**config.mk**
```make
export PLATFORM = sky130hd
export DESIGN_NAME = lbps_queue
export DESIGN_NICKNAME = d
export VERILOG_FILES = /design/src/design/lbps_pkg.sv /design/src/design/lbps_queue.sv
export SDC_FILE = /design/constraint.sdc
export NUM_CORES = 1
export LEC_CHECK = 0
export ABC_AREA = 1
export BUFFER_PORTS_ARGS = -buffer_cell sky130_fd_sc_hd__buf_2
export CAP_MARGIN = 20
export CORE_MARGIN = 2
export CORE_UTILIZATION = 42
export DETAILED_ROUTE_END_ITERATION = 16
export PLACE_DENSITY = 0.75
export SETUP_SLACK_MARGIN = 0.15
export SLEW_MARGIN = 5
export SYNTH_ARGS = -nofsm -noshare
export SYNTH_HDL_FRONTEND = slang
export SYNTH_SLANG_ARGS = --single-unit
```
**constraint.sdc**
```tcl
create_clock -name clock -period 6.04 [get_ports clock]
set_input_delay 0.604 -clock clock [delete_from_list [all_inputs] [get_ports clock]]
set_output_delay 0.604 -clock clock [all_outputs]
set_load 0.01 [all_outputs]
```
**src/design/lbps_pkg.sv**
```systemverilog
// shared types and constants for the log-binned power spectrum block
package lbps_pkg;
   localparam int GridSizeDefault = 256;
   localparam int NumBinsDefault  = 2048;
   localparam int LogFrac         = 24;
   localparam int BinW            = 11;
   localparam int CountW          = 25;
   localparam int SumW            = 64;

   localparam logic [1:0] OP_ACCUM = 2'd0;
   localparam logic [1:0] OP_READ  = 2'd1;
   localparam logic [1:0] OP_CLEAR = 2'd2;

   typedef struct packed {
      logic [1:0]         op;
      logic [7:0]         grid_x;
      logic [7:0]         grid_y;
      logic [7:0]         grid_z;
      logic signed [31:0] coef_real;
      logic signed [31:0] coef_imag;
      logic [10:0]        read_bin;
   } req_type;

   typedef struct packed {
      logic [10:0] bin_used;
      logic        in_range;
      logic [63:0] power_sum;
      logic [24:0] mode_count;
      logic [63:0] power_mean;
   } rsp_type;

   // classified transaction from front to back
   typedef struct packed {
      logic [1:0]  op;
      logic        hit;
      logic [10:0] bin;
      logic [31:0] mag_re;
      logic [31:0] mag_im;
      logic [31:0] k2;
   } cmd_type;
endpackage

```
**src/design/lbps_queue.sv**
```systemverilog
// two-entry queue between front and back
module lbps_queue (
   input  logic              clock,
   input  logic              reset,
   input  logic              in_valid,
   output logic              in_stall,
   input  lbps_pkg::cmd_type in_data,
   output logic              out_valid,
   input  logic              out_stall,
   output lbps_pkg::cmd_type out_data
);
   import lbps_pkg::*;

   cmd_type    mem_ff [2];
   logic       wp_ff, wp_in, rp_ff, rp_in;
   logic [1:0] fill_ff, fill_in;
   logic       push, pop;

   assign push = in_valid && !in_stall;
   assign pop  = out_valid && !out_stall;

   // pointer and fill bookkeeping
   always_comb begin
      wp_in   = push ? ~wp_ff : wp_ff;
      rp_in   = pop ? ~rp_ff : rp_ff;
      fill_in = fill_ff + 2'(push) - 2'(pop);
   end

   always_ff @(posedge clock) begin
      if (reset) begin
         wp_ff <= 1'b0;
         rp_ff <= 1'b0;
         fill_ff <= '0;
      end else begin
         wp_ff <= wp_in;
         rp_ff <= rp_in;
         fill_ff <= fill_in;
      end
      if (push) begin
         mem_ff[wp_ff] <= in_data;
      end
   end

   assign in_stall  = (fill_ff == 2'd2);
   assign out_valid = (fill_ff != 2'd0);
   assign out_data  = mem_ff[rp_ff];
endmodule

```
After elaboration in Yosys (flattened, before gate mapping)
Memories as Yosys holds them, arrays and structs flattened. A register that Yosys moved wholly into a read port is not among the register bits.
Cells that the tools add are included.
{"block": "op_classes", "n_addsub": 2, "n_eq_ne": 1, "n_mux": 4, "n_bitwise": 2, "reduce_logical": 5}
{"op": "two-way mux 1 bit", "n": 4}
{"op": "adder 2 x 1 -> 2 bit", "n": 1}
{"op": "== test 2 bit (second input constant)", "n": 1}
{"op": "logical AND 1 bit", "n": 2}
{"op": "logical NOT 1 bit", "n": 2}
{"op": "NOT 1 bit", "n": 2}
{"op": "nonzero test 2 bit", "n": 1}
{"op": "subtractor 2 x 1 -> 2 bit", "n": 1}
{"block": "word_totals", "ff_bits": 4, "ramBits": 220, "inputBits": 114, "wordCells": 18, "mem_count": 1}
{"name": "mem_ff", "depth": 2, "width": 110, "rd": 1, "rd_ports_with_merged_regs": 1, "write_ports": 1, "line": "lbps_queue.sv:14", "source": "cmd_type mem_ff [2];"}

Depth between registers and ports, before layout
{"block": "depth", "word_depth": 5, "depth_mapped": 11, "mapped_depth_nobuf": 11}

Least setup slack after synthesis
OpenSTA, ideal clock, no wires.
{"block": "synth_path", "kind": "in2reg", "from": "in in_valid", "to": "mem mem_ff[0][0] in the netlist's numbering (enable)", "arrival_time_ps": 5247, "t_required_ps": 5460, "slack_ps": 213, "cell_stages": 2, "path_cell_list": "nand2_1 -> nor2_1"}
{"block": "synth_via", "elab_chain_cells": 3}
{"item": "start: declaration", "line": "lbps_queue.sv:5", "source": "input logic in_valid,"}
{"item": "logical AND 1 bit", "line": "lbps_queue.sv:19", "source": "assign push = in_valid && !in_stall;"}
{"item": "two-way mux 1 bit", "line": "lbps_queue.sv:39", "source": "if (push) begin"}
{"item": "two-way mux 1 bit (not written as such)", "line": "lbps_queue.sv:40", "source": "mem_ff[wp_ff] <= in_data;"}
{"item": "end: declaration", "line": "lbps_queue.sv:14"}
Every way passes these cells.

==> results.json <==
{
  "clockPowerShare": 0.296,
  "io_buffer_count": 225,
  "synth-seq-cells": 225,
  "die_w_um": 148,
  "cts_setup_buffers": 0,
  "setup_tns_ns": 0,
  "synth_area_leader_cell": "edfxtp_1",
  "pin_count": 226,
  "p_int_uw": 3310,
  "drive_gt1_frac": 0.582,
  "insertion_delay_ns": 0.49,
  "wl_per_cell_um": 17.5,
  "cts.repair.resized": 0,
  "slew-limit-headroom": 0.316,
  "grt_pass1_wl_um": 23900,
  "rows": 52,
  "fill_cells": 1600,
  "skew_ns": 0.00893,
  "htreeDepth": 1,
  "pwr-share-seq": 0.468,
  "worst_pin_slew_ns": 1.03,
  "drc_errors": 0,
  "clkTransAtPathRegs_ns": 0.06,
  "die_y_um": 148,
  "clock_sinks": 225,
  "syn_avg_cell_area_um2": 22.9,
  "vdd_ir_drop_max_v": 0.000319,
  "slew_violations": 0,
  "rsz0062_at_grt": "false",
  "grt_antenna_before_repair": 3,
  "nets": 738,
  "viasPerCell": 4.70,
  "grt-ovfl-total": 0,
  "synthTopCellsByArea": "edfxtp_1, mux2_4, buf_12, mux2_2, dfxtp_1",
  "synth_cell_type_count": 13,
  "yosysTopAreaCellShare": 0.761,
  "vias": 4280,
  "rrSetupSlack_ns": 3.54,
  "ys_seq_area_frac": 0.772,
  "cp.arrival_ns": 2.47,
  "fmax_mhz": 325,
  "cap_violations": 0,
  "clock_path_buffers": 3,
  "outcome": "completed",
  "cts_root_buffer": "clkbuf_16",
  "grt_pass1_vias": 4518,
  "dr.first_iter.drc_count": 224,
  "hpwl_um": 10500,
  "final_antenna_net_count": 0,
  "utilization": 0.529,
  "p_switching_uw": 1160,
  "criticalPathCategory": "register to output port",
  "grt_max_degree": 70,
  "syn-cell-area_um2": 8680,
  "gp_congestion": 0.741,
  "syn_inst": 380,
  "hold_class": "input pin to register",
  "cp-end-kind": "output port",
  "ys_warn_count": 0,
  "numCtsBuffers": 23,
  "holdBufCountCts": 0,
  "dieArea_um2": 21800,
  "critPathLaunchType": "register",
  "drt_first_pass_iters": 4,
  "post-route-period-util": 0.510,
  "combPwrFrac": 0.236,
  "start_util": 0.429,
  "static-leakage-power_uw": 0.00421,
  "synth_nets": 496,
  "path_max_fanout": 56,
  "switching_share": 0.260,
  "core_area_um2": 20200,
  "min_period_ns": 3.08,
  "cts_tree": "built",
  "power_per_cell_area_nw_per_um2": 417,
  "wl_um": 15900,
  "timing.final.hold_violations": 0,
  "ff_latch_area_um2": 6710,
  "synthToLayoutAreaGrowth_pct": 23.2,
  "grt_usage": 0.139,
  "multiInputGateArea_um2": 1740,
  "setup_viol": 0,
  "required_ns": 5.44
}
-- cell families after synthesis --
logic type                 share of synthesized area
AOI/OAI and AO/OA                            0.00115
adders and majority gates                    0.00288
buffers and inverters                         0.0288
DFF                                            0.772
muxes                                          0.186
and+or+nand+nor                              0.00908
-- synth_stat cells --
cell,number
buf_2,1
mux2_4,100
nand2_1,8
buf_6,1
buf_12,10
mux2_2,10
a21oi_1,2
inv_1,9
nor2_1,9
ha_1,2
dfxtp_1,5
nand3_1,3
edfxtp_1,220
-- sequential cells by signal (all words and copies together) (netlist names), named ones only --
signal,flops
mem_ff,220
fill_ff,2
rp_ff,1
wp_ff,1
-- power groups by stage --
stage               clock network (µW)  registers, µW  logic (µW)
floorplan                            0           2080         817
global placement                     0           2110        1040
detailed placement                   0           2130        1070
CTS                               1360           2100        1070
global route                      1430           2120        1130
finish                            1320           2090        1050
-- final cells by class --
type / count / share of cell area
clock buffers: 27 / 0.0552
inverters: 9 / 0.00339
well taps: 270 / 0.0316
repair buffers: 229 / 0.109
diodes: 2 / 0.000468
multi-input cells: 134 / 0.162
flip-flops and latches: 225 / 0.627
clock inverters: 14 / 0.0109
-- placed cells by master (no fill, tap or decap), drive strengths merged --
| master | n |
|---|---|
| bufinv | 2 |
| nor2 | 9 |
| clkinvlp | 1 |
| mux2 | 110 |
| dfxtp | 5 |
| nand2 | 8 |
| diode | 2 |
| inv | 9 |
| ha | 2 |
| clkinv | 11 |
| a21oi | 2 |
| edfxtp | 220 |
| clkbuf | 27 |
| nand3 | 3 |
| buf | 229 |
-- worst paths after layout --
| kind | to | start | cells after the start |
|---|---|---|---|
| hold / removal | fill_ff[0] | reset | 2 |
| hold reg to reg | register | rp_ff | 2 |
| setup reg to reg | mem_ff[1][99] | fill_ff[0] | 5 |
| setup / recovery | out_data[12] | register | 3 |
-- critical path: stages, from the launching register on --
cell and delay (ns):
dfxtp_4 0.98, buf_12 0.42, mux2_4 0.34, buf_2 0.14
-- through the flow --
step                area, µm²  setup WS, ns  hold slack, ns  total power [µW]  std cells
floorplan                8680         0.213           0.467              2900        380
global placement         9990          3.40           0.492              3160        867
detailed placement       9990          3.38           0.491              3200        867
CTS                     10700          2.85           0.265              4530        908
global route            10700          2.80           0.270              4670        908
finish                  10700          2.96           0.280              4470        910
-- layer usage --
| layer | track usage | up-vias | wire (µm) |
|---|---|---|---|
| met2 | 0.239 | 171 | 8000 |
| met1 | 0.170 | 2103 | 6220 |
| li1 | - | 1973 | - |
| met5 | 0 | - | 0 |
| met3 | 0.0407 | 33 | 1300 |
| met4 | 0.0447 | 0 | 391 |
No activity file was read; power rests on OpenSTA's default activity.
