$ cat src/design/lbps_pkg.sv
// shared types and constants for the log-binned power spectrum block
package lbps_pkg;
   localparam int GridSizeDefault = 256;
   localparam int NumBinsDefault  = 2048;
   localparam int LogFrac         = 24;
   localparam int BinW            = 11;
   localparam int CountW          = 25;
   localparam int SumW            = 64;

   localparam logic [1:0] OP_ACCUM = 2'd0;
   localparam logic [1:0] OP_READ  = 2'd1;
   localparam logic [1:0] OP_CLEAR = 2'd2;

   typedef struct packed {
      logic [1:0]         op;
      logic [7:0]         grid_x;
      logic [7:0]         grid_y;
      logic [7:0]         grid_z;
      logic signed [31:0] coef_real;
      logic signed [31:0] coef_imag;
      logic [10:0]        read_bin;
   } req_type;

   typedef struct packed {
      logic [10:0] bin_used;
      logic        in_range;
      logic [63:0] power_sum;
      logic [24:0] mode_count;
      logic [63:0] power_mean;
   } rsp_type;

   // classified transaction from front to back
   typedef struct packed {
      logic [1:0]  op;
      logic        hit;
      logic [10:0] bin;
      logic [31:0] mag_re;
      logic [31:0] mag_im;
      logic [31:0] k2;
   } cmd_type;
endpackage

$ cat src/design/lbps_front.sv
// front end: folds indices, forms k2 and coefficient magnitudes, finds the bin
module lbps_front #(
   parameter int GridSize = lbps_pkg::GridSizeDefault,
   parameter int NumBins  = lbps_pkg::NumBinsDefault
) (
   input  logic              clock,
   input  logic              reset,
   input  logic              req_valid,
   output logic              req_stall,
   input  lbps_pkg::req_type req_data,
   output logic              cmd_valid,
   input  logic              cmd_stall,
   output lbps_pkg::cmd_type cmd_data
);
   import lbps_pkg::*;

   function automatic logic [4:0] top_bit(input logic [31:0] v);
      logic [4:0] e;
      e = '0;
      for (int i = 0; i < 32; i++) begin
         if (v[i]) begin
            e = 5'(i);
         end
      end
      return e;
   endfunction

   // fixed-point log2, used at elaboration for the grid-size constants
   function automatic logic [31:0] log2_fix(input logic [31:0] v);
      logic [63:0] y;
      logic [31:0] frac;
      logic [4:0]  e;
      frac = '0;
      e = top_bit(v);
      y = 64'(v) << (5'd31 - e);
      for (int i = 0; i < LogFrac; i++) begin
         y = (y * y) >> 31;
         if (y[32]) begin
            y = y >> 1;
            frac[LogFrac-1-i] = 1'b1;
         end
      end
      return (32'(e) << LogFrac) | frac;
   endfunction

   localparam int Half = GridSize / 2;
   localparam logic [31:0] N2 = 32'(GridSize * GridSize);
   localparam logic [31:0] LimK2 = 32'(Half * Half);
   // log2 of (N/2)^2 and the scaled reciprocal of it
   localparam logic [31:0] Ld = log2_fix(N2) - (32'd2 << LogFrac);
   localparam logic [31:0] Recip = 32'((64'(NumBins) << 32) / 64'(Ld));

   localparam logic [1:0] S_IDLE = 2'd0;
   localparam logic [1:0] S_LOG  = 2'd1;
   localparam logic [1:0] S_DIV  = 2'd2;
   localparam logic [1:0] S_OUT  = 2'd3;

   logic [1:0]  state_ff, state_in;
   cmd_type     cmd_ff, cmd_in;
   logic [4:0]  cnt_ff, cnt_in;
   logic [32:0] y_ff, y_in;
   logic [31:0] lk_ff, lk_in;
   logic [12:0] quo_ff, quo_in;

   function automatic logic [8:0] fold_abs(input logic [7:0] i);
      logic [8:0] v;
      v = {1'b0, i};
      if (v > 9'(Half)) begin
         v = 9'(GridSize) - v;
      end
      return v;
   endfunction

   function automatic logic [31:0] mag32(input logic [31:0] v);
      return v[31] ? (~v + 32'd1) : v;
   endfunction

   logic [8:0]  ax, ay, az;
   logic [31:0] k2_new;
   logic        idx_ok;
   logic [4:0]  e_new;
   logic [65:0] sq;
   logic [34:0] y_next;
   logic [63:0] prod;
   logic [47:0] num, chk;
   logic [12:0] quo_fix;

   always_comb begin
      ax = fold_abs(req_data.grid_x);
      ay = fold_abs(req_data.grid_y);
      az = fold_abs(req_data.grid_z);
      k2_new = 32'(ax) * 32'(ax) + 32'(ay) * 32'(ay) + 32'(az) * 32'(az);
      idx_ok = ({1'b0, req_data.grid_x} < 9'(GridSize)) &&
               ({1'b0, req_data.grid_y} < 9'(GridSize)) &&
               ({1'b0, req_data.grid_z} < 9'(GridSize));
      e_new = top_bit(k2_new);
      sq = 66'(y_ff) * 66'(y_ff);
      y_next = 35'(sq >> 31);
      // quotient estimate is exact or one short
      prod = 64'(lk_ff) * 64'(Recip);
      num = 48'(NumBins) * 48'(lk_ff);
      chk = 48'(quo_ff + 13'd1) * 48'(Ld);
      quo_fix = (num >= chk) ? quo_ff + 13'd1 : quo_ff;
   end

   // sequencer: for accumulate hits, log by repeated squaring, then reciprocal bin division; other ops go straight out
   always_comb begin
      state_in = state_ff;
      cmd_in   = cmd_ff;
      cnt_in   = cnt_ff;
      y_in     = y_ff;
      lk_in    = lk_ff;
      quo_in   = quo_ff;
      unique case (state_ff)
         S_IDLE: begin
            if (req_valid) begin
               cmd_in.op     = req_data.op;
               cmd_in.bin    = (req_data.op == OP_READ) ? req_data.read_bin : '0;
               cmd_in.hit    = (req_data.op == OP_ACCUM) && idx_ok &&
                               (k2_new != 0) && (k2_new < LimK2);
               cmd_in.mag_re = mag32(req_data.coef_real);
               cmd_in.mag_im = mag32(req_data.coef_imag);
               cmd_in.k2     = k2_new;
               if ((req_data.op == OP_ACCUM) && cmd_in.hit) begin
                  state_in = S_LOG;
                  cnt_in   = '0;
                  y_in     = 33'(k2_new) << (5'd31 - e_new);
                  lk_in    = 32'(e_new) << LogFrac;
               end else begin
                  state_in = S_OUT;
               end
            end
         end
         S_LOG: begin
            // one fraction bit per squaring
            if (y_next[32]) begin
               y_in = y_next[33:1];
               lk_in[LogFrac-1-int'(cnt_ff)] = 1'b1;
            end else begin
               y_in = y_next[32:0];
            end
            if (cnt_ff == 5'(LogFrac - 1)) begin
               state_in = S_DIV;
               cnt_in   = 5'd1;
            end else begin
               cnt_in = cnt_ff + 5'd1;
            end
         end
         S_DIV: begin
            // estimate first, then correct and clamp
            if (cnt_ff != '0) begin
               quo_in = 13'(prod >> 32);
               cnt_in = '0;
            end else begin
               state_in = S_OUT;
               if (quo_fix >= 13'(NumBins)) begin
                  cmd_in.bin = 11'(NumBins - 1);
               end else begin
                  cmd_in.bin = quo_fix[10:0];
               end
            end
         end
         S_OUT: begin
            if (!cmd_stall) begin
               state_in = S_IDLE;
            end
         end
         default: state_in = S_IDLE;
      endcase
   end

   always_ff @(posedge clock) begin
      if (reset) begin
         state_ff <= S_IDLE;
      end else begin
         state_ff <= state_in;
      end
      cmd_ff <= cmd_in;
      cnt_ff <= cnt_in;
      y_ff   <= y_in;
      lk_ff  <= lk_in;
      quo_ff <= quo_in;
   end

   assign req_stall = (state_ff != S_IDLE);
   assign cmd_valid = (state_ff == S_OUT);
   assign cmd_data  = cmd_ff;
endmodule

$ cat config.mk
export PLATFORM = sky130hd
export DESIGN_NAME = lbps_front
export DESIGN_NICKNAME = d
export VERILOG_FILES = /design/src/design/lbps_pkg.sv /design/src/design/lbps_front.sv
export SDC_FILE = /design/constraint.sdc
export NUM_CORES = 2
export LEC_CHECK = 0
export BUFFER_PORTS_ARGS = -buffer_cell sky130_fd_sc_hd__buf_2
export CAP_MARGIN = 25
export CELL_PAD_IN_SITES_DETAIL_PLACEMENT = 1
export CELL_PAD_IN_SITES_GLOBAL_PLACEMENT = 1
export CORE_MARGIN = 5
export CORE_UTILIZATION = 50
export DETAILED_ROUTE_END_ITERATION = 8
export PLACE_DENSITY_LB_ADDON = 0.1
export RECOVER_POWER = 100
export SETUP_SLACK_MARGIN = 0.05
export SLEW_MARGIN = 20
export SYNTH_ARGS = -nofsm -noshare
export SYNTH_HDL_FRONTEND = slang
export SYNTH_SLANG_ARGS = --single-unit
$ cat constraint.sdc
create_clock -name clock -period 20.2 [get_ports clock]
set_clock_uncertainty 0.1 [all_clocks]
set_input_delay 5.05 -clock clock [delete_from_list [all_inputs] [get_ports clock]]
set_output_delay 5.05 -clock clock [all_outputs]
set_load 0.03 [all_outputs]
After elaboration in Yosys (flattened, before gate mapping)
Cells that the tools add are included.

operators by class
  $add $sub $neg = 12
  $mul = 6
  $lt $le $gt $ge = 8
  eq/ne operators = 12
  shift-type cells = 1
  multiplexer cells = 63
  bitwise logic cells = 3
  reductions and logical operators = 19

operators with widths
  operator                  count
  $mux W5                   33
  $mux W32                  5
  $mux W107                 1
  $mux W33                  3
  $pmux W33 S2              1
  $mul A33 B33 Y65          1
  $add A32 B1 Y32 const B   2
  $not A32 Y32              2
  $pmux W32 S2              1
  $mul A9 B9 Y18            3
  $mul A32 B16 Y45 const B  1
  $ge A43 B42 Y1            1
  $mux W11                  3
  $shl A20 B5 Y33           1
  $or A32 B32 Y32           1
  $reduce_bool A32 Y1       1
  $mux W9                   3
  $sub A9 B8 Y9 const A     3
  $gt A8 B8 Y1 const B      3
  $pmux W11 S2              1
  $add A19 B18 Y20          1
  $lt A20 B15 Y1 const B    1
  $add A18 B18 Y19          1
  $mul A14 B3 Y17 const B   1
  26 further kinds          50

word-level totals
  flip-flop bits (word level) = 195
  input port bits = 105
  output and inout port bits = 112

Longest topological paths before layout
  depth in word-level cells = 41
  gate-level depth with buffers = 40

Least setup slack after synthesis
No wires, ideal clock.

  kind = input-to-reg
  from = input req_data[75] in the netlist's numbering
  to = register lk_ff[0], enable pin
  arrival = 15.612 ns
  data required time = 19.675 ns
  path slack = 4.063 ns
  stages = 36
  buffers on the path = 2
  path through = clkbuf_1 > inv_1 > ha_1 > nand2_1 > or3_1 > o21ai_0 > a21oi_1 > xor2_1 > and2_1 > inv_1 > fa_1 > inv_1 > fa_1 > inv_1 > fa_1 > fa_1 > inv_1 > fa_1 > fa_1 > inv_1 > fa_1 > inv_1 > ha_1 > a21oi_2 > o211ai_2 > a41oi_2 > o31ai_4 > xor2_2 > o21bai_4 > buf_6 > nand2b_1 > a21oi_1 > nor4b_2 > nand3_1 > o21ai_1 > nor2b_1

on the way
  cells in the longest elaborated chain, start to end = 10
  elaborated cells between the ends (all ways) = 12
  classes of those cells = add/sub: 2; mul: 1; order compare: 2; eq/ne: 1; mux: 1; reduce/logical: 5

RTL lines
  item                                                    RTL line                            source
  from (decl)                                             lbps_front.sv:10                    input lbps_pkg::req_type req_data,
  $sub A9 B8 Y9 / $gt A8 B8 Y1 (equally long branches)    lbps_front.sv:69, lbps_front.sv:68
  $mux W9 (*)                                             lbps_front.sv:68                    if (v > 9'(Half)) begin
  $mul A9 B9 Y18 (*)                                      lbps_front.sv:92                    k2_new = 32'(ax) * 32'(ax) + 32'(ay) * 32'(ay) + 32'(az) * 32'(az);
  $add A19 B18 Y20 (*)                                    lbps_front.sv:92
  named net k2_new[18]                                    lbps_front.sv:79                    logic [31:0] k2_new;
  branches (longest 2 deep; another with $lt A20 B15 Y1)  -
  $logic_and A1 B1 Y1 (*)                                 lbps_front.sv:120                   (k2_new != 0) && (k2_new < LimK2);
  $logic_and A1 B1 Y1 (*)                                 lbps_front.sv:124                   if ((req_data.op == OP_ACCUM) && cmd_in.hit) begin
  $ne A2 B2 Y1 (no source line) (*)                       -
  $reduce_and A4 Y1 (no source line) (*)                  -
  to (signal assigned)                                    lbps_front.sv:181                   lk_ff <= lk_in;
  to (decl)                                               lbps_front.sv:62                    logic [31:0] lk_ff, lk_in;

Mark *: on every way through the listed nets, which the timed path passes.
A chain may end at the register's enable or synchronous reset.

Worst setup path in the final report
  from = input req_data[75] in the netlist's numbering
  to = register y_ff[18], data pin

on the way
  elaborated cells between the ends (all ways) = 41
  classes of those cells = add/sub: 3; mul: 1; order compare: 1; shift: 1; mux: 35

RTL lines
  item                                                  RTL line                            source
  $sub A9 B8 Y9 / $gt A8 B8 Y1 (equally long branches)  lbps_front.sv:69, lbps_front.sv:68
  $mux W9 (*)                                           lbps_front.sv:68
  $mul A9 B9 Y18 (*)                                    lbps_front.sv:92
  $add A19 B18 Y20 (*)                                  lbps_front.sv:92
  named net k2_new[18]                                  lbps_front.sv:79
  $mux W5 (14 in a row)                                 lbps_front.sv:21                    if (v[i]) begin
  $sub A5 B5 Y5                                         lbps_front.sv:127                   y_in = 33'(k2_new) << (5'd31 - e_new);
  $shl A20 B5 Y33 (*)                                   lbps_front.sv:127
  $mux W33 (*)                                          lbps_front.sv:124
  $mux W33 (*)                                          lbps_front.sv:116                   if (req_valid) begin
  $pmux W33 S2 (*)                                      lbps_front.sv:114                   unique case (state_ff)
  named net y_in[18]                                    lbps_front.sv:61                    logic [32:0] y_ff, y_in;
  to (signal assigned)                                  lbps_front.sv:180                   y_ff <= y_in;
  to (decl)                                             lbps_front.sv:61

The timed path passes the listed nets; every way through them passes the cells marked *. The select of a mux whose other input is x is not followed.

==> summary by stage <==
Worst setup path
The startpoint type of the worst setup path is a primary input. Data on the critical path is required at its endpoint by 20.20 ns. The largest individual stage delay along the critical path comes from the cell a21oi_1. Among cell families on the critical path, the largest total delay comes from compound AO/OA/AOI/OAI gates. Together, buffers and inverters on the worst path number 8.

The critical path is of the in2reg type. The data arrival time at the worst-slack endpoint is between 15 and 20 ns. Of all nets on the critical path, the largest fanout is 23. The reg-to-reg setup timing slack is 4.89 ns.

The maximum single-stage delay on the critical path is ~1.9 ns. The sort of element at the end of the critical path is a flop.

Die
The die width is 334 um. The floorplan step defined a die boundary enclosing roughly 110000 um^2. The vertical die dimension is 334 um. The floorplan step defined a core boundary enclosing between 100000 and 150000 um^2.

The number of ports placed on the die boundary is 217. The initial core utilization is approximately half. The initialized floorplan defines 119 standard-cell rows.

Drt
The count of nets left with antenna violations once routing finished came out at 0. Wires add up to 155 mm. The residual DRC count is 0. The initial detailed-routing violation count is approximately 1700.

The detailed-route wire length per cell is about 22 um. Detailed routing inserted a total of 37375 vias. The via count normalized by instance count is 5.38. The detailed-routing iteration count for the pre-antenna-repair pass is 7.

Synth
Counting flops with a built-in enable in the synthesized netlist gives around 180. For this run, the number of Yosys warnings is 0. Dividing the synthesized area by the synthesized cell count gives 9.81 um^2. After synthesis, the cell types taking the most area are fa_1, ha_1, inv_1, edfxtp_1, and2_1. The commonest cells after synthesis are inv_1, fa_1, ha_1.

The gate count of the mapped netlist is 5353. The synthesized netlist contains 105 unique library cells. Of all cell types, the one taking the most synthesized area is fa_1. The number of synthesized register bits is about 180.

The share of async-settable or async-resettable flops after synthesis is 0%. The share of synthesized area in the top cell type comes to approximately 43%. inv_1 is the most common cell in the netlist. Of the synthesized area, sequential elements account for 10.4%. The summed instance area of the synthesized netlist is 52500 um^2. Among all flip-flop cells after synthesis, the most frequent one is edfxtp_1.

STA
The relative slew slack is -119%. The max-slew violation count is 210. At the pin with the least slew margin, the transition time is 3.29 ns.

The final sum of negative setup slack is 0 ns. Setup violations remaining at the end of the flow were counted as 0. The count of final hold-check violations was 0. The maximum achievable frequency is around 0.06 GHz. The final-layout worst hold slack is 0.487 ns. Setup repair after global routing left no endpoint under its margin. The minimum clock period is ~17 ns. The period utilization is 85.0%.

Global route
For this run the aggregate overflow at the end of global routing stands at 0. Entering global routing, the biggest net connects 76 pins. The global-route total usage across every layer is 28.3%. The via count of the first global-routing pass is 43105. The wire length of the first global-routing pass is 244 mm.

The initial antenna violation count is 5.

Place
The instance area after placement is 55200 um^2. The global placer's final weighted congestion is 0.915. The count of buffers added on input and output ports is approximately 200. Detailed placement finished with a half-perimeter wire length of 127 mm.

CTS
Counting the buffers created by CTS gives 17. The clock input transition at the sequential cells of the worst setup and hold paths is 0.09 ns. The post-CTS setup repair buffer count is 0.

The buffer cell driving the clock tree root is clkbuf_16. The H-tree was split into 4 levels. TritonCTS built the clock tree. Clock latency on the worst-skew pair, taken at its later pin, is roughly 0.48 ns. The worst-case clock buffer depth is 2. Counting every sink on the clock net gives between 150 and 200. In this run, post-CTS hold repair placed 0 buffers. The quantity of gates resized following cts is 0.

Min path
The class of the worst hold path is reg2reg.

Finish
Of the cells placed in the final design, the portion with a size suffix greater than 1 is under 10%. After routing the design area is 55500 um^2. For this run, the post-layout net count is about 7300. The post-layout utilization of the core is 52.9%. Relative to the synthesized area, the layout overhead comes to 5.65%.

Flow run
Across the run, the number of max-cap violations was 5.

Status
The flow ran to the end, but the final reports show violations. The final reports fail on capacitance limit, slew limit.
## placed cells by master (no fill, tap or decap), drive strengths merged, types with 131 or more instances in the layout
master	n
inv	1459
fa	1131
ha	554
nand2	369
nor2	263
and2	234
edfxtp	181
clkbuf	139
buf	137
xnor2	131
## flip-flops by register name, summed over array words and instances, names as in the netlist
| signal | cells |
|---|---|
| quo_ff | 13 |
| y_ff | 33 |
| cmd_data | 98 |
| cnt_ff | 5 |
| lk_ff | 32 |
| state_ff | 2 |
## worst register-to-register path: stages (launching register included)
cell and delay (ns):
edfxtp_1 0.34, clkbuf_1 1.73, clkinv_1 1.51, nor2_1 0.64
fa_1 0.55, fa_1 0.49, fa_1 0.57, inv_1 0.06
fa_1 0.49, fa_1 0.46, fa_1 0.54, inv_1 0.06
fa_1 0.53, fa_1 0.43, ha_1 0.38, nand3_1 0.14
nor4b_1 0.60, o211ai_1 0.39, a2111oi_0 1.17, nand4b_1 0.24
a31oi_1 0.15, xnor2_2 0.15, clkbuf_1 1.60, nor2_1 0.38
nor2b_1 0.80, buf_4 0.45
## metal layers
layer	global-route usage, %	wire length (um)	up-vias
met2	51.7	81200	823
met5	0	0	-
met1	35.1	61000	19712
met4	9.01	5670	0
met3	3.44	6670	238
li1	-	-	16602
## kinds of logic after synthesis
kind of cell,Yosys count,synth area share (%)
XOR/XNOR,185,3.11
buffers and inverters,1611,11.7
flip-flops,183,10.4
AO/OA/AOI/OAI,473,6.37
multiplexers,75,1.49
AND/OR/NAND/NOR,1139,10.5
other,2,0.0143
adder cells (fa/ha/maj),1685,56.3
## area by class of cell
class / instances / area (um^2)
Fill cell: 12035 / 49300
Multi-Input combinational cell: 3619 / 41000
Inverter: 1459 / 5480
Sequential cell: 183 / 5480
Tap cell: 1391 / 1740
Timing Repair Buffer: 255 / 1260
Clock buffer: 21 / 460
Clock inverter: 11 / 109
Antenna cell: 2 / 5.00
## worst paths after layout
| check | to | depth (start not counted) | from |
|---|---|---|---|
| min reg2reg | state_ff[1] | 2 | state_ff[1] |
| max reg2reg | lk_ff[2] | 25 | y_ff[12] |
| min | state_ff[1] | 2 | state_ff[1] |
| max | y_ff[18] | 35 | req_data[75] |
## metrics by stage
| step | std cells | worst slack, ns |
|---|---|---|
| floorplan | 5413 | 4.06 |
| global placement | 6904 | 4.54 |
| detailed placement | 6904 | 4.17 |
| CTS | 6936 | 4.69 |
| global route | 6941 | 2.41 |
| finish | 6941 | 3.04 |
Power is left out: the tool's default activity adds up to more than one toggle a clock period on the data nets, which glitch-free logic cannot reach.
